File: config.mk
export PLATFORM = sky130hd
export DESIGN_NAME = psg_div_cell
export DESIGN_NICKNAME = d
export VERILOG_FILES = /design/src/sv/psg_pkg.sv /design/src/sv/psg_div_cell.sv
export SDC_FILE = /design/constraint.sdc
export NUM_CORES = 1
export LEC_CHECK = 0
export CAP_MARGIN = 20
export CELL_PAD_IN_SITES_DETAIL_PLACEMENT = 1
export CELL_PAD_IN_SITES_GLOBAL_PLACEMENT = 1
export CORE_ASPECT_RATIO = 1.2
export CORE_MARGIN = 3
export CORE_UTILIZATION = 25
export DETAILED_ROUTE_END_ITERATION = 10
export DONT_BUFFER_PORTS = 1
export PLACE_DENSITY_LB_ADDON = 0.1
export SYNTH_ARGS = -nofsm -noshare
export SYNTH_HDL_FRONTEND = slang
export SYNTH_SLANG_ARGS = --single-unit
File: constraint.sdc
create_clock -name clk_i -period 4.1 [get_ports clk_i]
set_clock_uncertainty 0.05 [all_clocks]
set_input_delay 0.205 -clock clk_i [delete_from_list [all_inputs] [get_ports clk_i]]
set_output_delay 0.205 -clock clk_i [all_outputs]
set_load 0.01 [all_outputs]
File: src/sv/psg_pkg.sv
// ----------------------------------------------------------------------------
// psg_pkg: shared types and constants for the positional stereo gain block
// Holds the register indexes, the arctangent table, the cell data types and
// the pipeline depth figures used by the top level and its cells.
// ----------------------------------------------------------------------------
`default_nettype none

package psg_pkg;

  // Default coordinate width of camera and source positions.
  localparam int unsigned COORD_WIDTH_DEF = 24;

  // Configuration register indexes.
  localparam int unsigned CFG_IDX_W    = 3;
  localparam logic [2:0]  REG_CAMERA_X = 3'd0;
  localparam logic [2:0]  REG_CAMERA_Y = 3'd1;
  localparam logic [2:0]  REG_CAMERA_Z = 3'd2;
  localparam logic [2:0]  REG_VIEW_COS = 3'd3;
  localparam logic [2:0]  REG_VIEW_SIN = 3'd4;

  // Reset value of the heading cosine (one in Q1.15).
  localparam logic signed [15:0] VIEW_COS_RST = 16'sd32767;

  // Cell counts of the three chains.
  localparam int unsigned CORDIC_STEPS = 16;
  localparam int unsigned SQRT_STEPS   = 15;
  localparam int unsigned DIV_STEPS    = 16;

  // Total register stages from input capture to the last product stage.
  localparam int unsigned PIPE_DEPTH = 43;

  // Beyond this rotated component magnitude the source is silent.
  localparam logic [13:0] FAR_LIMIT = 14'd10512;

  // Attenuation dividend, 1224 in Q0.16.
  localparam logic [26:0] ATTEN_NUM = 27'd80216064;

  // Reciprocal of 4000 scaled by 2^38, rounded up.
  localparam logic [26:0] RECIP_4000 = 27'd68719477;
  localparam int unsigned RECIP_SHIFT = 38;

  // Pan constants in Q0.16.
  localparam logic [15:0] PAN_BASE  = 16'd45875;
  localparam logic [15:0] PAN_RIGHT = 16'd19661;
  localparam logic [15:0] PAN_LEFT  = 16'd39322;

  // CORDIC rotation data handed from cell to cell.
  typedef struct packed {
    logic signed [31:0] x;
    logic signed [31:0] y;
    logic signed [17:0] z;
  } cordic_t;

  // Square root data: remaining radicand and partial root.
  typedef struct packed {
    logic [29:0] rad;
    logic [29:0] root;
  } sqrt_t;

  // Division data: partial remainder, divisor and quotient bits.
  typedef struct packed {
    logic [26:0] rem;
    logic [14:0] dvsr;
    logic [15:0] quo;
  } divq_t;

  // Per-source side data carried along the pipeline.
  typedef struct packed {
    logic        np;
    logic        far;
    logic        xpos;
    logic [16:0] v0;
    logic [15:0] npg;
  } sb_t;

  // Left and right pan factors.
  typedef struct packed {
    logic [15:0] lq;
    logic [16:0] rq;
  } pan_t;

  // Arctangent of 2^-i in Q0.16 quarter turns.
  function automatic logic [15:0] atan_q16(int unsigned i);
    logic [15:0] r;
    case (i)
      0:       r = 16'd32768;
      1:       r = 16'd19344;
      2:       r = 16'd10221;
      3:       r = 16'd5188;
      4:       r = 16'd2604;
      5:       r = 16'd1303;
      6:       r = 16'd652;
      7:       r = 16'd326;
      8:       r = 16'd163;
      9:       r = 16'd81;
      10:      r = 16'd41;
      11:      r = 16'd20;
      12:      r = 16'd10;
      13:      r = 16'd5;
      14:      r = 16'd3;
      15:      r = 16'd1;
      default: r = 16'd0;
    endcase
    return r;
  endfunction

endpackage

`default_nettype wire

File: src/sv/psg_div_cell.sv
// ----------------------------------------------------------------------------
// psg_div_cell: one quotient bit of the attenuation divider
// Compares the partial remainder with the shifted divisor and sets one bit.
// ----------------------------------------------------------------------------
`default_nettype none

module psg_div_cell #(
  parameter int unsigned STEP = 0
) (
  input  wire            clk_i,
  input  wire            en_i,
  input  psg_pkg::divq_t cell_i,
  output psg_pkg::divq_t cell_o
);

  localparam int unsigned QB = 15 - STEP;

  psg_pkg::divq_t nxt;
  logic [30:0]    trial;

  // Restoring step for quotient bit QB.
  always_comb begin
    trial = {16'd0, cell_i.dvsr} << QB;
    nxt   = cell_i;
    if ({4'd0, cell_i.rem} >= trial) begin
      nxt.rem     = cell_i.rem - trial[26:0];
      nxt.quo[QB] = 1'b1;
    end
  end

  always_ff @(posedge clk_i) begin
    if (en_i) begin
      cell_o <= nxt;
    end
  end

endmodule

`default_nettype wire

==> qor.yml <==
synth_seq_cells: 58
post_drt_wl_per_cell_um: 18.42
postSynthCellCount: 164
vias: 1602
grt_overflow_total: 0
powerDensity_nw_per_um2: 483.3
netlist_area_um2: 2562
finalSetupViolations: 0
reg_top3: "cell_o x58"
largest_register_ffs: 58
ys_seq_area_frac: 0.6797
synth_nets: 237
critPathKind: "primary input to register"
antenna_found_initial: 0
synth_simple_gate_area_frac: 0.06689
peakVddDrop_mv: 0.1347
dieArea_um2: 11510
drt-total-wl_um: 6427
layout_setup_ws_ns: 1.535
cts_max_path_buffers: 2
period_minus_slack_ns: 2.565
timing.fmax_mhz: 389.8
synth_xor_area_frac: 0.02734
antennaDiodeCount: 0
status: "completed"
synth_top_family_by_area: "compound AO/OA/AOI/OAI gates"
final_common_cell: "edfxtp_1"
ys_warn_count: 0
synth_compound_area_frac: 0.06982
core_area_um2: 9759
worstPathCellList: "inv_1, ha_1, or4b_1, nor4_2, nand4_1, a21o_1, a31oi_4, mux2_2"
cts_num_sinks: 58
postCtsSetupRepairBufs: 0
drive_gt1_frac: 0.1239
cts_tree: "yes"
clkTransAtPathRegs_ns: 0.05
final_net_count: 294
cp-end-kind: "register"
synthAdderAreaFrac: 0.06641
critical_path_arrival_ns: 2.59
dr.pass1.iters: 4
whs_endpoint: "cell_o[56]$_DFFE_PP_"
synth.distinct_cells: 32
grt_max_degree: 59
cp-start-kind: "primary input"
numCtsBuffers: 9
port_buffers: 0
synth.avg_cell_area_um2: 15.62
chipWidth_um: 98.42
fillers: 1013
place_ws_ns: 1.100
io_pins: 118
htreeDepth: 3
relSlewSlack: 0.5635
detailed_place_hpwl_um: 4364
grt_pass1_vias: 1796
largest-register: "cell_o"
drc: 0
start_util: 0.2626
rsz0062_at_grt: "no"
hold_viol_final: 0
crit_path_max_incr_delay_ns: 0.55
synth.area.mux_share: 0.06006
leakagePower_nw: 1.322
ant_nets: 0
placementRows: 39
drv_slew: 0
min_from: "cell_i[56]"
path_max_fanout: 13
tightest_slew_ns: 0.6547
grt_pass1_wl_um: 9742
drt-initial-drc-count: 54
holdCritPathClass: "primary input to register"
drv_cap: 0
area_delta_synth_final_pct: 36.38
drt-vias-per-instance: 4.590
die_h_um: 116.9
tns_ns: 0
cts-root-buf: "clkbuf_16"
post-route-period-util: 0.6257
hold_depth: 1
worstPathRequired_ns: 4.12
critical_path.slowest_cell: "a31oi_4"
layout_common_cells: "edfxtp_1, dlygate4sd3_1, inv_1"
utilization: 0.3581
grtUsageTotal: 0.1141
gp_congestion: 0.7017
-- layout make-up --
type                            instances  area, um^2  share of cell area
Clock buffer                           10       229.0             0.06552
Sequential cell                        58        1742              0.4984
Timing Repair Buffer                   47       488.0              0.1396
Inverter                               15       56.30             0.01611
Multi-Input combinational cell         90       744.5              0.2130
Clock inverter                          6       81.33             0.02327
Tap cell                              123       153.9             0.04404
-- worst max-delay path: cells and delay by family --
family,cells,cell delay (ns)
multiplexers,1,0.41
AND/OR/NAND/NOR,3,0.83
buffers and inverters,1,0.02
adder cells (fa/ha/maj),1,0.35
AO/OA/AOI/OAI,2,0.76
-- power breakdown --
| group | leakage [nW] | internal [mW] | total (mW) | switching, mW |
|---|---|---|---|---|
| combinational | 0.604 | 0.0829 | 0.158 | 0.0749 |
| clock | 0.150 | 0.526 | 0.776 | 0.250 |
| sequential | 0.568 | 0.712 | 0.755 | 0.0432 |
-- cell families after synthesis --
| logic type | count (synthesis) |
|---|---|
| AO/OA/AOI/OAI | 24 |
| XOR/XNOR | 8 |
| adder cells (fa/ha/maj) | 13 |
| buffers and inverters | 16 |
| flip-flops | 58 |
| multiplexers | 12 |
| AND/OR/NAND/NOR | 33 |
-- synth_stat cells (all sizes together) --
cell / instances / area [um^2]
edfxtp: 58 / 1742
inv: 15 / 56.30
ha: 12 / 150.1
mux2: 9 / 123.9
nand2: 8 / 30.03
nor2: 8 / 30.03
a21o: 5 / 37.54
o21a: 5 / 37.54
o21ai: 5 / 25.02
nor3: 4 / 20.02
nor4: 4 / 31.28
xnor2: 4 / 35.03
xor2: 4 / 35.03
a21oi: 3 / 15.01
mux2i: 3 / 30.03
nand4: 2 / 12.51
nor2b: 2 / 12.51
or2: 2 / 12.51
a22oi: 1 / 7.510
a31oi: 1 / 21.27
buf: 1 / 20.02
fa: 1 / 20.02
nand3: 1 / 5.000
nand3b: 1 / 7.510
o2111ai: 1 / 8.760
o211a: 1 / 10.01
o21bai: 1 / 7.510
o31a: 1 / 8.760
or4b: 1 / 10.01
-- worst max path at each step --
stage,endpoint,slack [ns],depth (start not counted),from
after detailed placement,cell_o[57]$_DFFE_PP_,1.10,8,cell_i[18]
after CTS,cell_o[57]$_DFFE_PP_,1.44,8,cell_i[18]
after global placement,cell_o[49]$_DFFE_PP_,1.18,8,cell_i[18]
after global routing,cell_o[57]$_DFFE_PP_,1.35,8,cell_i[18]
after floorplan,cell_o[50]$_DFFE_PP_,1.62,9,cell_i[18]
final,cell_o[57]$_DFFE_PP_,1.53,8,cell_i[18]
-- through the flow --
stage                     hold WS (ns)  power (mW)  std cells  instance area [um^2]
after floorplan                 0.2539      0.8484        164                  2562
after global placement          0.2540      0.8754        286                  2696
after detailed placement        0.2539      0.8774        286                  2696
after CTS                      0.02687       1.717        349                  3495
after global routing           0.03243       1.764        349                  3495
final                          0.04472       1.689        349                  3495
-- layer usage --
metal,vias up,track usage,routed length (um)
met5,-,0,0
met4,0,0.06375,191
met3,13,0.05513,636
met2,88,0.1917,3172
met1,770,0.1177,2427
li1,731,-,-
-- timing repair --
item / CTS / global route
resized for setup: 0 / 0
hold buffers: 47 / 0
hold endpoints to repair: 104 / 0
setup endpoints to repair: 0 / 0
Power figures use the tool's default switching activity.
