$ cat config.mk
export PLATFORM = sky130hd
export DESIGN_NAME = psg_cordic_cell
export DESIGN_NICKNAME = d
export VERILOG_FILES = /design/src/sv/psg_pkg.sv /design/src/sv/psg_cordic_cell.sv
export SDC_FILE = /design/constraint.sdc
export NUM_CORES = 1
export LEC_CHECK = 0
export ABC_AREA = 1
export ABC_CLOCK_PERIOD_IN_PS = 2450
export BUFFER_PORTS_ARGS = -buffer_cell sky130_fd_sc_hd__buf_2
export CAP_MARGIN = 20
export CORE_MARGIN = 5
export CORE_UTILIZATION = 59
export DETAILED_ROUTE_END_ITERATION = 10
export PLACE_DENSITY = 0.83
export SLEW_MARGIN = 15
export SYNTH_ARGS = -nofsm -noshare
export SYNTH_HDL_FRONTEND = slang
export SYNTH_SLANG_ARGS = --single-unit
$ cat constraint.sdc
create_clock -name clk_i -period 2.45 [get_ports clk_i]
set_clock_uncertainty 0.15 [all_clocks]
set_input_delay 0.245 -clock clk_i [delete_from_list [all_inputs] [get_ports clk_i]]
set_output_delay 0.245 -clock clk_i [all_outputs]
set_load 0.01 [all_outputs]
$ cat src/sv/psg_pkg.sv
// ----------------------------------------------------------------------------
// psg_pkg: shared types and constants for the positional stereo gain block
// Holds the register indexes, the arctangent table, the cell data types and
// the pipeline depth figures used by the top level and its cells.
// ----------------------------------------------------------------------------
`default_nettype none

package psg_pkg;

  // Default coordinate width of camera and source positions.
  localparam int unsigned COORD_WIDTH_DEF = 24;

  // Configuration register indexes.
  localparam int unsigned CFG_IDX_W    = 3;
  localparam logic [2:0]  REG_CAMERA_X = 3'd0;
  localparam logic [2:0]  REG_CAMERA_Y = 3'd1;
  localparam logic [2:0]  REG_CAMERA_Z = 3'd2;
  localparam logic [2:0]  REG_VIEW_COS = 3'd3;
  localparam logic [2:0]  REG_VIEW_SIN = 3'd4;

  // Reset value of the heading cosine (one in Q1.15).
  localparam logic signed [15:0] VIEW_COS_RST = 16'sd32767;

  // Cell counts of the three chains.
  localparam int unsigned CORDIC_STEPS = 16;
  localparam int unsigned SQRT_STEPS   = 15;
  localparam int unsigned DIV_STEPS    = 16;

  // Total register stages from input capture to the last product stage.
  localparam int unsigned PIPE_DEPTH = 43;

  // Beyond this rotated component magnitude the source is silent.
  localparam logic [13:0] FAR_LIMIT = 14'd10512;

  // Attenuation dividend, 1224 in Q0.16.
  localparam logic [26:0] ATTEN_NUM = 27'd80216064;

  // Reciprocal of 4000 scaled by 2^38, rounded up.
  localparam logic [26:0] RECIP_4000 = 27'd68719477;
  localparam int unsigned RECIP_SHIFT = 38;

  // Pan constants in Q0.16.
  localparam logic [15:0] PAN_BASE  = 16'd45875;
  localparam logic [15:0] PAN_RIGHT = 16'd19661;
  localparam logic [15:0] PAN_LEFT  = 16'd39322;

  // CORDIC rotation data handed from cell to cell.
  typedef struct packed {
    logic signed [31:0] x;
    logic signed [31:0] y;
    logic signed [17:0] z;
  } cordic_t;

  // Square root data: remaining radicand and partial root.
  typedef struct packed {
    logic [29:0] rad;
    logic [29:0] root;
  } sqrt_t;

  // Division data: partial remainder, divisor and quotient bits.
  typedef struct packed {
    logic [26:0] rem;
    logic [14:0] dvsr;
    logic [15:0] quo;
  } divq_t;

  // Per-source side data carried along the pipeline.
  typedef struct packed {
    logic        np;
    logic        far;
    logic        xpos;
    logic [16:0] v0;
    logic [15:0] npg;
  } sb_t;

  // Left and right pan factors.
  typedef struct packed {
    logic [15:0] lq;
    logic [16:0] rq;
  } pan_t;

  // Arctangent of 2^-i in Q0.16 quarter turns.
  function automatic logic [15:0] atan_q16(int unsigned i);
    logic [15:0] r;
    case (i)
      0:       r = 16'd32768;
      1:       r = 16'd19344;
      2:       r = 16'd10221;
      3:       r = 16'd5188;
      4:       r = 16'd2604;
      5:       r = 16'd1303;
      6:       r = 16'd652;
      7:       r = 16'd326;
      8:       r = 16'd163;
      9:       r = 16'd81;
      10:      r = 16'd41;
      11:      r = 16'd20;
      12:      r = 16'd10;
      13:      r = 16'd5;
      14:      r = 16'd3;
      15:      r = 16'd1;
      default: r = 16'd0;
    endcase
    return r;
  endfunction

endpackage

`default_nettype wire

$ cat src/sv/psg_cordic_cell.sv
// ----------------------------------------------------------------------------
// psg_cordic_cell: one vectoring CORDIC micro-rotation
// Rotates the vector toward the x axis by the fixed angle of its step and
// accumulates that angle, then registers the result for the next cell.
// ----------------------------------------------------------------------------
`default_nettype none

module psg_cordic_cell #(
  parameter int unsigned STEP = 0
) (
  input  wire             clk_i,
  input  wire             en_i,
  input  psg_pkg::cordic_t cell_i,
  output psg_pkg::cordic_t cell_o
);

  localparam logic [15:0] ATAN = psg_pkg::atan_q16(STEP);

  psg_pkg::cordic_t   nxt;
  logic signed [31:0] xs;
  logic signed [31:0] ys;

  // Rotate against the sign of y; a zero y stays put.
  always_comb begin
    xs  = cell_i.x >>> STEP;
    ys  = cell_i.y >>> STEP;
    nxt = cell_i;
    if (cell_i.y > 0) begin
      nxt.x = cell_i.x + ys;
      nxt.y = cell_i.y - xs;
      nxt.z = cell_i.z + $signed({2'b00, ATAN});
    end else if (cell_i.y < 0) begin
      nxt.x = cell_i.x - ys;
      nxt.y = cell_i.y + xs;
      nxt.z = cell_i.z - $signed({2'b00, ATAN});
    end
  end

  // Hand the result to the next cell.
  always_ff @(posedge clk_i) begin
    if (en_i) begin
      cell_o <= nxt;
    end
  end

endmodule

`default_nettype wire

==> out/metrics.csv <==
stage,metric,value,unit
timing,finalSetupTns,0,ns
grt,gr-total-overflow,0,
route,wl_per_cell,18.2,um
power_and_ir_drop,leakagePower,7.53,nW
power_and_ir_drop,p_int,3.82,mW
place,place_hpwl,32.7,mm
synth,synthTopCellsByArea,"edfxtp_1 24%, nand2_1 21%, inv_1 13%",
timing,slew_headroom,0.359,
setup_path,worst-endpoint-arrival,2.38,ns
run_status,failed_checks,design-rule violations,
floorplanning,start_util,0.601,
synth,yosys.area_share.simple,0.367,
setup_path,startpoint_type,input pin,
grt,antenna_found_initial,1,
run_status,status,finished with violations,
power_and_ir_drop,switching_share,0.391,
power_and_ir_drop,ir_drop,0.395,mV
power_and_ir_drop,power_density,477,nW/um2
clocking,cts_setup_buffers,0,
synth,synth_xor_area_frac,0.0261,
route,drc_errors,1,
layout,largest_reg_flops,82,
power_and_ir_drop,seqPwrFrac,0.293,
place,gp_congestion,1.05,
clocking,clk_pin_slew_worst_paths,0.08,ns
clocking,clockBufferDepth,2,
clocking,htreeDepth,3,
synth,ys_seq_elements,82,
layout,drive_gt1_frac,0.196,
synth,synth-compound-area-share,0.0845,
grt,first_global_vias,12300,
synth,avgSynthCellArea,6.16,um2
route,wl,40.7,mm
synth,ys_warn_count,0,
setup_path,crit_path_max_fanout,3,
route,viasPerCell,5.60,
layout,largest-register,cell_o,
place,io_buffers,165,
power_and_ir_drop,p_comb_frac,0.441,
floorplanning,row_count,48,
grt,grt_pass1_wl,62.7,mm
synth,seq_area_frac_synth,0.237,
synth,synth.top_cell.area_share,0.237,
run,max_cap_viol_count,0,
route,drt_pre_antenna_iters,11,
synth,syn_area,10400,um2
power_and_ir_drop,clkPwrFrac,0.266,
route,drtAntennaViolNets,0,
clocking,cts.sinks,82,
layout,reg_top3,cell_o: 82 flops,
timing,slew_violations,0,
power_and_ir_drop,switchingPower,2.45,mW
synth,synth_fa_ha_area_frac,0.131,
timing,fin_hold_ws,0.0823,ns
clocking,cts_buffers,9,
route,drtIter0Drc,1850,
grt,track_usage,0.395,
floorplanning,die_x,143,um
layout,layout.nets,2201,
synth,synthMuxAreaShare,0,
timing,tightestPinTransition,0.959,ns
power_and_ir_drop,power,6.27,mW
timing,rsz0062_at_grt,no,
setup_path,worstPathRequired,2.47,ns
layout,fillCellCount,1387,
synth,synthDistinctLibCells,38,
timing,setup_viol,0,
floorplanning,fp.coreArea,17300,um2
timing,post-route-period-util,0.964,
floorplanning,io-pin-count,166,
timing,max_freq,424,MHz
min_path,hold_class,in2reg,
timing,period_needed,2.36,ns
layout,area_growth,26.4,%
setup_path,path_class,in2reg,
grt,grt_max_degree,49,
timing,hold_viol,0,
synth,syn_inst,1687,
clocking,cts_tree,yes,
synth,syn_nets,1878,
synth,synth_top_family_by_area,simple AND/OR/NAND/NOR gates,
synth,yosysTopAreaCell,edfxtp_1,
floorplanning,die_y,143,um
clocking,clock-root-buffer,clkbuf_16,
setup_path,cp-end-kind,flip-flop,
route,num_vias,12500,
floorplanning,dieArea,20400,um2
==> what timing repair did <==
action	4_1_cts	5_1_grt
hold endpoints to repair	15	0
hold buffers	15	0
setup endpoints to repair	0	10
gates resized for setup	0	13
==> Yosys cell counts <==
cell,n
fa_1,3
and2_1,4
buf_4,17
o21ai_0,50
nand3_2,2
clkbuf_1,3
nand2_1,591
o21a_1,1
inv_4,1
o211ai_1,9
nor2_1,115
o221ai_1,6
nand2_4,3
nand4_1,24
buf_2,18
nand3b_1,5
inv_2,2
o22ai_1,1
or2_2,1
nand3_1,142
buf_1,1
edfxtp_1,82
nor2_2,8
inv_1,348
nor2_4,1
o21ai_1,10
o21bai_1,10
a31oi_1,1
nor3_1,6
a21oi_1,71
xnor2_1,1
a21o_1,1
nor3_2,3
nor2_8,1
xor2_1,30
nand2_2,6
ha_1,104
buf_6,5
==> power by group through the flow <==
stage | combinational, mW | clock, mW | sequential (mW)
4_1_cts | 2.65 | 1.64 | 1.83
2_1_floorplan | 1.38 | 0 | 1.96
5_1_grt | 2.98 | 1.70 | 1.85
3_3_place_gp | 2.52 | 0 | 1.85
3_5_place_dp | 2.61 | 0 | 1.86
6_report | 2.76 | 1.67 | 1.84
==> cell type report <==
type                       instances  area [um2]  share of cell area
antenna                            1        2.50            0.000191
clock buffer                       9         225              0.0171
clock inverter                     6         115             0.00876
inverter                         351        1320               0.100
multi-input combinational       1210        6380               0.486
sequential                        82        2460               0.187
tap                              225         282              0.0214
timing repair buffer             356        2350               0.179
==> cells in the final DEF, fill, tap and decap left out, types with 10 or more instances in the layout <==
cell type and n:
edfxtp_1 82, buf_2 164, xor2_1 30, o21ai_0 50, inv_1 348, o21ai_1 10, ha_1 95, a21oi_1 71
dlygate4sd3_1 15, buf_4 173, nor2_1 114, nand4_1 24, o21bai_1 10, nand3_1 142, nand2_1 591
==> cell families (layout without fill, tap and decap cells) <==
logic type               count (synthesis)  after routing
flip-flops                              82             82
adder cells (fa/ha/maj)                107            107
AND/OR/NAND/NOR                        912            912
AO/OA/AOI/OAI                          160            160
XOR/XNOR                                31             31
buffers and inverters                  395            722
other                                    0              1
==> critical path, cell delays in order <==
cell	delay (ns)
buf_2	0.09
inv_1	0.16
buf_4	0.19
ha_1	0.31
nand2_1	0.08
nor2_1	0.18
inv_1	0.10
nor2_1	0.19
o21ai_1	0.12
nand2_1	0.25
xor2_1	0.26
nand2_1	0.09
o21ai_0	0.12
==> per-stage QoR <==
stage	utilization	worst slack, ns	instances	instance area [um2]
final	0.759	0.0893	2240	13100
after global routing	0.759	0.00563	2240	13100
after CTS	0.756	0.0735	2239	13100
after detailed placement	0.728	-0.273	2209	12600
after global placement	0.728	-0.0849	2209	12600
after floorplan	-	0.431	1687	10400
==> layer usage <==
| layer | vias to the layer above | share of wire | track usage |
|---|---|---|---|
| li1 | 5868 | - | - |
| met1 | 5611 | 0.40 | 0.538 |
| met2 | 870 | 0.43 | 0.619 |
| met3 | 195 | 0.11 | 0.0502 |
| met4 | 0 | 0.056 | 0.197 |
| met5 | - | 0 | 0 |
==> path summary, 6_finish.rpt <==
| kind | slack [ns] | end | cells past startpoint | startpoint |
|---|---|---|---|---|
| worst max-delay path | 0.09 | cell_o[31] | 13 | cell_i[19] |
| worst min-delay path | 0.08 | cell_o[80] | 3 | cell_i[80] |
(Power assumes the default switching activity.)
