**config.mk**
```make
export PLATFORM = sky130hd
export DESIGN_NAME = psg_sqrt_cell
export DESIGN_NICKNAME = d
export VERILOG_FILES = /design/src/sv/psg_pkg.sv /design/src/sv/psg_sqrt_cell.sv
export SDC_FILE = /design/constraint.sdc
export NUM_CORES = 1
export LEC_CHECK = 0
export CAP_MARGIN = 20
export CELL_PAD_IN_SITES_DETAIL_PLACEMENT = 1
export CELL_PAD_IN_SITES_GLOBAL_PLACEMENT = 1
export CORE_MARGIN = 1
export CORE_UTILIZATION = 55
export CTS_BUF_LIST = sky130_fd_sc_hd__clkbuf_4
export DETAILED_ROUTE_END_ITERATION = 12
export DONT_BUFFER_PORTS = 1
export PLACE_DENSITY = 0.88
export RECOVER_POWER = 100
export SLEW_MARGIN = 20
export SYNTH_ARGS = -nofsm -noshare
export SYNTH_HDL_FRONTEND = slang
export SYNTH_SLANG_ARGS = --single-unit
```
**constraint.sdc**
```tcl
create_clock -name clk_i -period 7.4 [get_ports clk_i]
set_clock_uncertainty 0.1 [all_clocks]
set_input_delay 0.37 -clock clk_i [delete_from_list [all_inputs] [get_ports clk_i]]
set_output_delay 0.37 -clock clk_i [all_outputs]
set_load 0.005 [all_outputs]
```
**src/sv/psg_pkg.sv**
```systemverilog
// ----------------------------------------------------------------------------
// psg_pkg: shared types and constants for the positional stereo gain block
// Holds the register indexes, the arctangent table, the cell data types and
// the pipeline depth figures used by the top level and its cells.
// ----------------------------------------------------------------------------
`default_nettype none

package psg_pkg;

  // Default coordinate width of camera and source positions.
  localparam int unsigned COORD_WIDTH_DEF = 24;

  // Configuration register indexes.
  localparam int unsigned CFG_IDX_W    = 3;
  localparam logic [2:0]  REG_CAMERA_X = 3'd0;
  localparam logic [2:0]  REG_CAMERA_Y = 3'd1;
  localparam logic [2:0]  REG_CAMERA_Z = 3'd2;
  localparam logic [2:0]  REG_VIEW_COS = 3'd3;
  localparam logic [2:0]  REG_VIEW_SIN = 3'd4;

  // Reset value of the heading cosine (one in Q1.15).
  localparam logic signed [15:0] VIEW_COS_RST = 16'sd32767;

  // Cell counts of the three chains.
  localparam int unsigned CORDIC_STEPS = 16;
  localparam int unsigned SQRT_STEPS   = 15;
  localparam int unsigned DIV_STEPS    = 16;

  // Total register stages from input capture to the last product stage.
  localparam int unsigned PIPE_DEPTH = 43;

  // Beyond this rotated component magnitude the source is silent.
  localparam logic [13:0] FAR_LIMIT = 14'd10512;

  // Attenuation dividend, 1224 in Q0.16.
  localparam logic [26:0] ATTEN_NUM = 27'd80216064;

  // Reciprocal of 4000 scaled by 2^38, rounded up.
  localparam logic [26:0] RECIP_4000 = 27'd68719477;
  localparam int unsigned RECIP_SHIFT = 38;

  // Pan constants in Q0.16.
  localparam logic [15:0] PAN_BASE  = 16'd45875;
  localparam logic [15:0] PAN_RIGHT = 16'd19661;
  localparam logic [15:0] PAN_LEFT  = 16'd39322;

  // CORDIC rotation data handed from cell to cell.
  typedef struct packed {
    logic signed [31:0] x;
    logic signed [31:0] y;
    logic signed [17:0] z;
  } cordic_t;

  // Square root data: remaining radicand and partial root.
  typedef struct packed {
    logic [29:0] rad;
    logic [29:0] root;
  } sqrt_t;

  // Division data: partial remainder, divisor and quotient bits.
  typedef struct packed {
    logic [26:0] rem;
    logic [14:0] dvsr;
    logic [15:0] quo;
  } divq_t;

  // Per-source side data carried along the pipeline.
  typedef struct packed {
    logic        np;
    logic        far;
    logic        xpos;
    logic [16:0] v0;
    logic [15:0] npg;
  } sb_t;

  // Left and right pan factors.
  typedef struct packed {
    logic [15:0] lq;
    logic [16:0] rq;
  } pan_t;

  // Arctangent of 2^-i in Q0.16 quarter turns.
  function automatic logic [15:0] atan_q16(int unsigned i);
    logic [15:0] r;
    case (i)
      0:       r = 16'd32768;
      1:       r = 16'd19344;
      2:       r = 16'd10221;
      3:       r = 16'd5188;
      4:       r = 16'd2604;
      5:       r = 16'd1303;
      6:       r = 16'd652;
      7:       r = 16'd326;
      8:       r = 16'd163;
      9:       r = 16'd81;
      10:      r = 16'd41;
      11:      r = 16'd20;
      12:      r = 16'd10;
      13:      r = 16'd5;
      14:      r = 16'd3;
      15:      r = 16'd1;
      default: r = 16'd0;
    endcase
    return r;
  endfunction

endpackage

`default_nettype wire

```
**src/sv/psg_sqrt_cell.sv**
```systemverilog
// ----------------------------------------------------------------------------
// psg_sqrt_cell: one digit of the integer square root
// Settles one root bit by a trial subtraction from the remaining radicand.
// ----------------------------------------------------------------------------
`default_nettype none

module psg_sqrt_cell #(
  parameter int unsigned STEP = 0
) (
  input  wire            clk_i,
  input  wire            en_i,
  input  psg_pkg::sqrt_t cell_i,
  output psg_pkg::sqrt_t cell_o
);

  localparam logic [29:0] BIT = 30'd1 << (28 - 2 * STEP);

  psg_pkg::sqrt_t nxt;
  logic [30:0]    trial;

  // Subtract root plus bit where it fits.
  always_comb begin
    trial = {1'b0, cell_i.root} + {1'b0, BIT};
    nxt   = cell_i;
    if ({1'b0, cell_i.rad} >= trial) begin
      nxt.rad  = cell_i.rad - trial[29:0];
      nxt.root = (cell_i.root >> 1) + BIT;
    end else begin
      nxt.root = cell_i.root >> 1;
    end
  end

  always_ff @(posedge clk_i) begin
    if (en_i) begin
      cell_o <= nxt;
    end
  end

endmodule

`default_nettype wire

```
==> summary.txt, run 1 <==
Status
  • Status: finished with violations
  • Failing checks: capacitance limit, slew limit

STA
  • Setup Viol. Count Final: 0
  • Hold WS: 0.0491 ns
  • Max-slew violation count: 61
  • Slew of the pin with the lowest slew margin: 3.29 ns
  • Slew headroom: -1.19
  • RSZ-0062 raised after global routing: no
  • Tmin final: 4.38 ns
  • Final cycle utilization of the critical path: 0.592
  • Final hold vios: 0
  • Setup TNS: 0 ns
  • Max frequency: 0.228 GHz

Worst setup path
  • Crit Path Max Fanout: 19
  • Worst path slowest cell: clkbuf_1
  • Critical Path End Type: flip-flop
  • Slowest cell delay on critical path: 0.96 ns
  • Crit Path Class: input pin to flip-flop
  • Req. time, crit path: 7.46 ns
  • Startpoint types: input pin
  • Crit path buffers/inverters: 2
  • Critical path cell sequence: inv_1 -> ha_1 -> a211o_1 -> or4_1 -> a41oi_1 -> o311a_1 -> o31a_1 -> a221o_1 -> clkbuf_1 -> mux2_1
  • CP top delay family: compound AO/OA/AOI/OAI gates
  • Critical Path AT: 4.44 ns

CTS
  • Clk Tree Root Cell: clkbuf_4
  • CTS tree: built
  • # clock sinks: 60
  • TritonCTS Buffers: 9
  • Post-CTS setup buffer count: 0
  • PostCTS Resize Cnt: 0
  • Reg clk slew, reported paths: 0.13 ns
  • H-tree levels: 3
  • CTS Buffer Depth: 2
  • CTS Hold Bufs: 29

Min path
  • HP Start: cell_i[40]
  • Min-delay worst type: input pin to flip-flop
  • Hold Path Stages: 1
  • Hold Path Sink: cell_o[40]

Die
  • Core area: 6910 um^2
  • FP Rows: 30
  • Starting Density: 0.581
  • Die Wd: 87.4 um
  • IO Pins: 122
  • Die area: 7640 um^2
  • Die H: 87.4 um

Global routing
  • Initial antenna violation count: 0
  • First-pass GRT wire length: 15,600 um
  • Largest net degree at the start of global routing: 61
  • Grt total ovfl: 0
  • GRT Total Usage: 0.272
  • Vias in the first global route: 3,086

Placed design
  • Half-perimeter wire length after placement: 6820 um
  • Buffers on Ports: 0
  • Placer congestion estimate: 0.800

Power
  • Leakage: 1.83 nW
  • Max IR drop VDD: 0.102 mV
  • Power Dens Cells: 204 nW/um^2

Layout
  • Register area: 1800 um^2
  • Max reg flops: 60
  • Fin nets: 479
  • # fillers: 765
  • Largest register by flop count: cell_o
  • Area of the multi-input gates: 1910 um^2
  • Area Growth Syn to Fin: 9.76%
  • Commonest cells after routing, fill and taps aside: edfxtp_1, inv_1, ha_1
  • Share of post-route cells with drive strength above 1: 0.0487
  • Diode count: 0
  • Most common cell after layout, fill and taps aside: edfxtp_1
  • Largest regs: cell_o x60

Synth
  • Sequential area share after synthesis: 0.449
  • Share of flip-flops with an asynchronous set or reset: 0
  • Largest area contributor in the netlist: edfxtp_1
  • EDFF count, synth: 60
  • #FFs+latches synth: 60
  • Top cells by area, synth: edfxtp_1, ha_1, mux2_4, xnor2_1, inv_1
  • Yosys cell types: 50
  • Syn Area/Cell: 11.4 um^2
  • Mapped Cells: 353
  • Synth Cell Area: 4010 um^2
  • Yosys Warn Count: 0
  • Share of the synthesized area in the top cell type: 0.449
  • Syn_nets: 447
  • Main synth FF type: edfxtp_1

Detailed routing
  • DRC violations left: 0
  • Pre-antenna DRT Iters: 4
  • Remaining antenna violation count after routing: 0
  • Initial drt markers: 107
  • Vias: 2,882
  • DR WL/cell: 20.8 um
  • Routed vias/inst: 5.93
  • Final wirelength: 10,100 um

Flow run
  • Max-cap violations: 1
==> power by group <==
part / switching [mW] / internal [mW]
clock: 0.134 / 0.101
combinational: 0.122 / 0.0986
sequential: 0.0197 / 0.422
==> metrics by stage <==
stage | instance area [um^2] | instances | util | power, mW | setup WS (ns)
floorplan | 4010 | 353 | - | 0.626 | 4.20
global placement | 4080 | 440 | 0.590 | 0.658 | 3.49
detailed placement | 4080 | 440 | 0.590 | 0.671 | 3.33
CTS | 4520 | 485 | 0.654 | 0.917 | 3.78
global route | 4400 | 486 | 0.638 | 0.937 | 2.76
finish | 4400 | 486 | 0.638 | 0.898 | 3.02
==> cell usage after synthesis (all sizes together), types with 4 or more instances <==
library cell,count
nor2b,4
edfxtp,60
xnor2,18
a21o,13
mux2i,4
mux2,26
a21oi,26
xor2,9
a21boi,4
ha,31
nand3,4
and3,6
nand4,5
a31oi,5
clkbuf,6
nand2b,6
o21ai,18
o211ai,4
o21bai,4
nor2,12
nand2,12
inv,41
==> worst max-delay path by stage <==
stage                    from    endpoint  slack [ns]  cells past startpoint
finish              cell_i[6]  cell_o[35]        3.02                     10
global route        cell_i[6]  cell_o[32]        2.76                     10
CTS                 cell_i[6]  cell_o[32]        3.78                      9
detailed placement  cell_i[6]  cell_o[32]        3.33                      9
global placement    cell_i[6]  cell_o[32]        3.49                      9
floorplan           cell_i[6]  cell_o[34]        4.20                     10
==> metal layers <==
| layer | track usage | up-vias | wire length (um) |
|---|---|---|---|
| li1 | - | 1364 | - |
| met1 | 0.315 | 1401 | 4190 |
| met2 | 0.483 | 97 | 5140 |
| met3 | 0.0796 | 20 | 602 |
| met4 | 0.0879 | 0 | 188 |
| met5 | 0 | - | 0 |
==> layout make-up <==
type / instances / area share
Clock inverter: 7 / 0.0153
Sequential cell: 60 / 0.409
Clock buffer: 9 / 0.0153
Multi-Input combinational cell: 243 / 0.433
Tap cell: 96 / 0.0273
Timing Repair Buffer: 30 / 0.0653
Inverter: 41 / 0.0349
==> logic make-up after synthesis <==
kind of cell | share of synthesized area
xor+xnor | 0.0589
simple gates | 0.0892
compound gates | 0.143
fa+ha+maj | 0.102
buf+inv | 0.0524
mux | 0.105
flops | 0.449
Note: power is estimated with default switching activity, not from simulation.
==> run 2: changes to the inputs <==
--- a/config.mk
+++ b/config.mk
@@ -9,11 +9,11 @@
 export CELL_PAD_IN_SITES_DETAIL_PLACEMENT = 1
 export CELL_PAD_IN_SITES_GLOBAL_PLACEMENT = 1
 export CORE_MARGIN = 1
-export CORE_UTILIZATION = 55
+export CORE_UTILIZATION = 51
 export CTS_BUF_LIST = sky130_fd_sc_hd__clkbuf_4
 export DETAILED_ROUTE_END_ITERATION = 12
 export DONT_BUFFER_PORTS = 1
-export PLACE_DENSITY = 0.88
+export PLACE_DENSITY = 0.82
 export RECOVER_POWER = 100
 export SLEW_MARGIN = 20
 export SYNTH_ARGS = -nofsm -noshare
==> constraint.sdc (replaced) <==
create_clock -name clk_i -period 4.6 [get_ports clk_i]
set_clock_uncertainty 0.1 [all_clocks]
set_input_delay 0.23 -clock clk_i [delete_from_list [all_inputs] [get_ports clk_i]]
set_output_delay 0.23 -clock clk_i [all_outputs]
set_load 0.005 [all_outputs]
==> run 2 against run 1 <==
The run still ends with capacitance limit, slew limit left. Flip-flop and latch count unchanged. Global-route usage shrank 1.5 points. Count of clock-buffer cells in the layout rose by 1. Via count rose by 4.3%. Worst hold slack lost 0.027 ns. Critical path depth unchanged. Die area rose by 7.7%.
==> summary.txt, run 2 (same netlist as run 1, synthesis figures left out) <==
STA
  • Slew headroom: -1.19
  • Tmin final: 3.63 ns
  • Hold WS: 0.0220 ns
  • Max-slew violation count: 61
  • Setup TNS: 0 ns
  • RSZ-0062 raised after global routing: no
  • Final cycle utilization of the critical path: 0.789
  • Final hold vios: 0
  • Max frequency: 0.275 GHz
  • Slew of the pin with the lowest slew margin: 3.29 ns
  • Setup Viol. Count Final: 0

Power
  • Int Pwr: 0.968 mW
  • Clock power frac: 0.227
  • Power Dens Cells: 300 nW/um^2
  • Switching power: 0.439 mW
  • Leakage: 1.95 nW
  • Switch share: 0.312
  • Max IR drop VDD: 0.169 mV
  • Comb pwr share: 0.267
  • Seq pwr share: 0.506

Layout
  • Most common cell after layout, fill and taps aside: edfxtp_1
  • # fillers: 805
  • Max reg flops: 60
  • Diode count: 0
  • Share of post-route cells with drive strength above 1: 0.0524
  • Commonest cells after routing, fill and taps aside: edfxtp_1, dlygate4sd3_1, inv_1
  • Final core utilization: 0.629
  • Final non-filler cell total: 519
  • Largest register by flop count: cell_o
  • Area Growth Syn to Fin: 16.8%
  • Fin nets: 510
  • Largest regs: cell_o x60

CTS
  • Reg clk slew, reported paths: 0.11 ns
  • H-tree levels: 3
  • # clock sinks: 60
  • CTS tree: built
  • TritonCTS Buffers: 9
  • Post-CTS setup buffer count: 0
  • Clk Tree Root Cell: clkbuf_4
  • CTS Buffer Depth: 2

Worst setup path
  • Worst setup startpoint: cell_i[6]
  • CP top delay family: compound AO/OA/AOI/OAI gates
  • Req. time, crit path: 4.67 ns
  • Crit Path Max Fanout: 15
  • Crit Path Class: input pin to flip-flop
  • Crit path buffers/inverters: 2
  • Startpoint types: input pin
  • Worst path slowest cell: a221o_1
  • Critical Path AT: 3.70 ns
  • Critical path cell sequence: inv_1 -> ha_1 -> a211o_1 -> or4_1 -> a41oi_1 -> o311a_1 -> o31a_1 -> a221o_1 -> buf_4 -> mux2_1
  • Critical Path End Type: flip-flop
  • Slowest cell delay on critical path: 0.67 ns

Status
  • Failing checks: capacitance limit, slew limit
  • Status: finished with violations

Min path
  • Min-delay worst type: input pin to flip-flop
  • HP Start: cell_i[30]
  • Hold Path Stages: 2
  • Hold Path Sink: cell_o[30]

Detailed routing
  • DRC violations left: 0
  • Routed vias/inst: 5.79
  • DR WL/cell: 19.8 um
  • Pre-antenna DRT Iters: 4
  • Vias: 3,005
  • Remaining antenna violation count after routing: 0
  • Final wirelength: 10,300 um
  • Initial drt markers: 85

Placed design
  • Placer congestion estimate: 0.836
  • Half-perimeter wire length after placement: 6960 um
  • Buffers on Ports: 0
  • Placed Cells incl. Taps: 446

Die
  • Die H: 90.7 um
  • Starting Density: 0.539
  • FP Rows: 31
  • Die Wd: 90.7 um
  • Die area: 8230 um^2
  • IO Pins: 122
  • Core area: 7450 um^2

Global routing
  • Largest net degree at the start of global routing: 61
  • First-pass GRT wire length: 16,500 um
  • Grt total ovfl: 0
  • GR peak layer: met2
  • Vias in the first global route: 3,299
  • Met2 usage: 0.449
  • GRT Total Usage: 0.258
  • Met3 Usage GRT: 0.0690
  • Met1 usage: 0.303
  • Initial antenna violation count: 0

Flow run
  • Max-cap violations: 1
[run 2: changes by cell type in the layout (fill, tap and decap cells not counted), sizes merged]
cell         before  now
bufinv            1    0
dlygate4sd3      28   57
clkinv            4    3
buf               0    3
[run 2: what timing repair did]
item,CTS,global route
gates resized for setup,0,0
endpoints found under the hold margin,118,0
hold buffers,58,0
[run 2: how the worst max path moves through the flow]
stage | endpoint | slack (ns) | depth (start not counted)
2_1_floorplan | cell_o[34] | 1.54 | 10
4_1_cts | cell_o[46] | 1.33 | 10
3_5_place_dp | cell_o[39] | 0.90 | 10
5_1_grt | cell_o[39] | 0.75 | 10
6_report | cell_o[39] | 0.97 | 10
3_3_place_gp | cell_o[40] | 1.02 | 10
[run 2: power groups by stage]
stage	Clock [mW]	Sequential [mW]	Combinational, mW
3_5_place_dp	0	0.723	0.357
4_1_cts	0.319	0.711	0.411
5_1_grt	0.340	0.718	0.414
3_3_place_gp	0	0.721	0.342
6_report	0.319	0.712	0.376
2_1_floorplan	0	0.711	0.295
[run 2: per-stage QoR]
stage          power, mW  worst slack, ns  area (um^2)
4_1_cts             1.44             1.33         4810
5_1_grt             1.47            0.754         4690
2_1_floorplan       1.01             1.54         4010
3_3_place_gp        1.06             1.02         4100
6_report            1.41            0.969         4690
3_5_place_dp        1.08            0.900         4100
[run 2: area by class of cell]
class | count | area (um^2) | area share
Inverter | 41 | 154 | 0.0328
Timing Repair Buffer | 61 | 597 | 0.127
Clock inverter | 5 | 30.0 | 0.00641
Tap cell | 99 | 124 | 0.0264
Sequential cell | 60 | 1800 | 0.384
Clock buffer | 10 | 75.1 | 0.0160
Multi-Input combinational cell | 243 | 1910 | 0.407
[run 2: routing by layer]
metal,vias up,wire length (um)
li1,1431,-
met1,1462,4410
met2,90,5090
met3,22,543
met4,0,251
met5,-,0
==> run 3: changes to the inputs <==
--- a/config.mk
+++ b/config.mk
@@ -5,15 +5,16 @@
 export SDC_FILE = /design/constraint.sdc
 export NUM_CORES = 1
 export LEC_CHECK = 0
+export ABC_AREA = 1
 export CAP_MARGIN = 20
 export CELL_PAD_IN_SITES_DETAIL_PLACEMENT = 1
 export CELL_PAD_IN_SITES_GLOBAL_PLACEMENT = 1
 export CORE_MARGIN = 1
-export CORE_UTILIZATION = 51
+export CORE_UTILIZATION = 42
 export CTS_BUF_LIST = sky130_fd_sc_hd__clkbuf_4
 export DETAILED_ROUTE_END_ITERATION = 12
 export DONT_BUFFER_PORTS = 1
-export PLACE_DENSITY = 0.82
+export PLACE_DENSITY = 0.78
 export RECOVER_POWER = 100
 export SLEW_MARGIN = 20
 export SYNTH_ARGS = -nofsm -noshare
==> constraint.sdc (replaced) <==
create_clock -name clk_i -period 3.16 [get_ports clk_i]
set_clock_uncertainty 0.1 [all_clocks]
set_input_delay 0.158 -clock clk_i [delete_from_list [all_inputs] [get_ports clk_i]]
set_output_delay 0.158 -clock clk_i [all_outputs]
set_load 0.005 [all_outputs]
==> run 3 against run 2 <==
Final cell count rose by 72%. Count of clock-buffer cells in the layout did not move. Combinational power rose by 78%. Final area rose by 19%. Synthesized cell count rose by 93%. Worst hold slack improved by 0.093 ns. Setup slack got worse by 0.46 ns. Die area rose by 42%. Non-clock buffer count rose by 1. Global-route usage rose by 0.32 points. Wire length rose by 43%. Synthesized area rose by 18%. Critical path type unchanged. The flow still finishes with violations (capacitance limit, slew limit).
==> summary.txt, run 3 <==
Worst setup path
  • Critical path cell sequence: dlygate4sd3_1 -> inv_1 -> ha_1 -> inv_1 -> nand3_1 -> nand2_1 -> nand2_1 -> nand2_1 -> nand2_1 -> nand2_1 -> nand2_1 -> nand3_1 -> clkbuf_2 -> o21ai_0
  • Startpoint types: input pin
  • Req. time, crit path: 3.20 ns
  • Crit Path Class: input pin to flip-flop
  • CP most frequent cell: nand2_1
  • Critical Path AT: 2.69 ns
  • Crit Path Max Fanout: 33
  • Worst path slowest cell: clkbuf_2
  • Critical Path End Type: flip-flop
  • Slowest cell delay on critical path: 0.62 ns

CTS
  • CTS tree: built
  • H-tree levels: 3
  • # clock sinks: 60
  • CTS Hold Bufs: 60
  • TritonCTS Buffers: 9
  • Clk Tree Root Cell: clkbuf_4
  • Reg clk slew, reported paths: 0.11 ns
  • PostCTS Resize Cnt: 0
  • Post-CTS setup buffer count: 0
  • CTS Buffer Depth: 2

Layout
  • Max reg flops: 60
  • Largest regs: cell_o x60
  • Share of post-route cells with drive strength above 1: 0.0346
  • Largest register by flop count: cell_o
  • # fillers: 1,399
  • Final non-filler cell total: 892
  • Commonest cells after routing, fill and taps aside: nand2_1, inv_1, nand3_1
  • Final core utilization: 0.514
  • Area Growth Syn to Fin: 18.3%
  • Most common cell after layout, fill and taps aside: nand2_1
  • Fin nets: 841
  • Area of the multi-input gates: 2330 um^2
  • Register area: 1800 um^2
  • Diode count: 0

Power
  • Max IR drop VDD: 0.196 mV
  • Leakage: 2.95 nW
  • Switching power: 0.787 mW
  • Switch share: 0.348
  • Total power draw: 2.26 mW
  • Int Pwr: 1.48 mW
  • Seq pwr share: 0.459
  • Power Dens Cells: 404 nW/um^2
  • Comb pwr share: 0.295
  • Clock power frac: 0.246

Global routing
  • Vias in the first global route: 4,812
  • Largest net degree at the start of global routing: 61
  • GRT Total Usage: 0.261
  • First-pass GRT wire length: 23,100 um
  • Initial antenna violation count: 0
  • Grt total ovfl: 0

Placed design
  • Half-perimeter wire length after placement: 10,800 um
  • Placed Cells incl. Taps: 816
  • Buffers on Ports: 0
  • Worst slack, placed: 0.735 ns
  • Placer congestion estimate: 0.878

STA
  • Setup ws final: 0.513 ns
  • Max-slew violation count: 61
  • RSZ-0062 raised after global routing: no
  • Final cycle utilization of the critical path: 0.838
  • Max frequency: 0.378 GHz
  • Setup TNS: 0 ns
  • Slew headroom: -0.0496
  • Final hold vios: 0
  • Slew of the pin with the lowest slew margin: 1.57 ns
  • Setup Viol. Count Final: 0
  • Tmin final: 2.65 ns

Die
  • IO Pins: 122
  • Die H: 108 um
  • FP Rows: 38
  • Die Wd: 108 um
  • Core area: 10,900 um^2
  • Starting Density: 0.435
  • Die area: 11,700 um^2

Detailed routing
  • DR WL/cell: 16.5 um
  • Final wirelength: 14,700 um
  • Remaining antenna violation count after routing: 0
  • Initial drt markers: 161
  • Routed vias/inst: 4.92
  • Pre-antenna DRT Iters: 4
  • Vias: 4,390
  • DRC violations left: 0

Status
  • Failing checks: capacitance limit, slew limit
  • Status: finished with violations

Synth
  • Yosys cell types: 26
  • Syn_nets: 775
  • Yosys Warn Count: 0
  • Main synth FF type: edfxtp_1
  • Share of flip-flops with an asynchronous set or reset: 0
  • #FFs+latches synth: 60
  • Mapped Cells: 681
  • EDFF count, synth: 60
  • Largest area contributor in the netlist: edfxtp_1
  • Share of the synthesized area in the top cell type: 0.381
  • Synth top cells by count: nand2_1, inv_1, nand3_1, edfxtp_1, nor2_1
  • Top cells by area, synth: edfxtp_1, nand2_1, inv_1, ha_1, nand3_1
  • Synth Cell Area: 4730 um^2
  • Syn Area/Cell: 6.95 um^2
  • Most frequent cell after synthesis: nand2_1
  • Sequential area share after synthesis: 0.381

Flow run
  • Max-cap violations: 1

Min path
  • Min-delay worst type: input pin to flip-flop
## run 3: cell count changes in the layout (fill, tap and decap cells not counted), moves of 13 or more
cell     change
o21ai_0     -16
mux2_1      -24
nand3_1     +71
xnor2_1     -17
nand2_1    +252
a21o_1      -13
nor2_1      +23
inv_1      +107
## run 3: metrics by stage
stage | hold WS [ns] | instance area (um^2)
detailed placement | 0.157 | 4880
global route | 0.126 | 5600
floorplan | 0.157 | 4730
finish | 0.115 | 5600
CTS | 0.0107 | 5630
global placement | 0.157 | 4880
## run 3: final cells by class
type	count	area share
multi-input combinational	466	0.416
inverter	148	0.0992
timing repair buffer	62	0.109
clock buffer	10	0.0134
tap	140	0.0313
sequential	60	0.322
clock inverter	6	0.00983
## run 3: kinds of logic after synthesis
kind of cell	Yosys count	synth area share
AND/OR/NAND/NOR	402	0.358
buffers and inverters	155	0.126
AO/OA/AOI/OAI	19	0.0246
XOR/XNOR	13	0.0240
flip-flops	60	0.381
adder cells (fa/ha/maj)	32	0.0862
## run 3: path summary, 6_finish.rpt
path | startpoint | to | slack (ns) | cells past startpoint
worst max-delay path | cell_i[30] | cell_o[30] | 0.51 | 14
worst min-delay path | cell_i[1] | cell_o[31] | 0.12 | 4
## run 3: critical path: cells and delay by family
kind,cells,cell delay [ns]
buffers and inverters,4,1.32
AND/OR/NAND/NOR,8,0.78
AO/OA/AOI/OAI,1,0.21
adder cells (fa/ha/maj),1,0.20
## run 3: routing by layer
metal,global-route usage,wire length [um]
met1,0.301,6310
met2,0.484,7600
met4,0.0959,305
met3,0.0380,464
met5,0,0
## run 3: power by group through the flow
stage,Sequential (mW),Clock (mW),Combinational (mW)
after floorplan,1.04,0,0.444
after global placement,1.05,0,0.571
after detailed placement,1.06,0,0.593
after CTS,1.04,0.576,0.674
after global routing,1.05,0.595,0.755
final,1.04,0.557,0.668
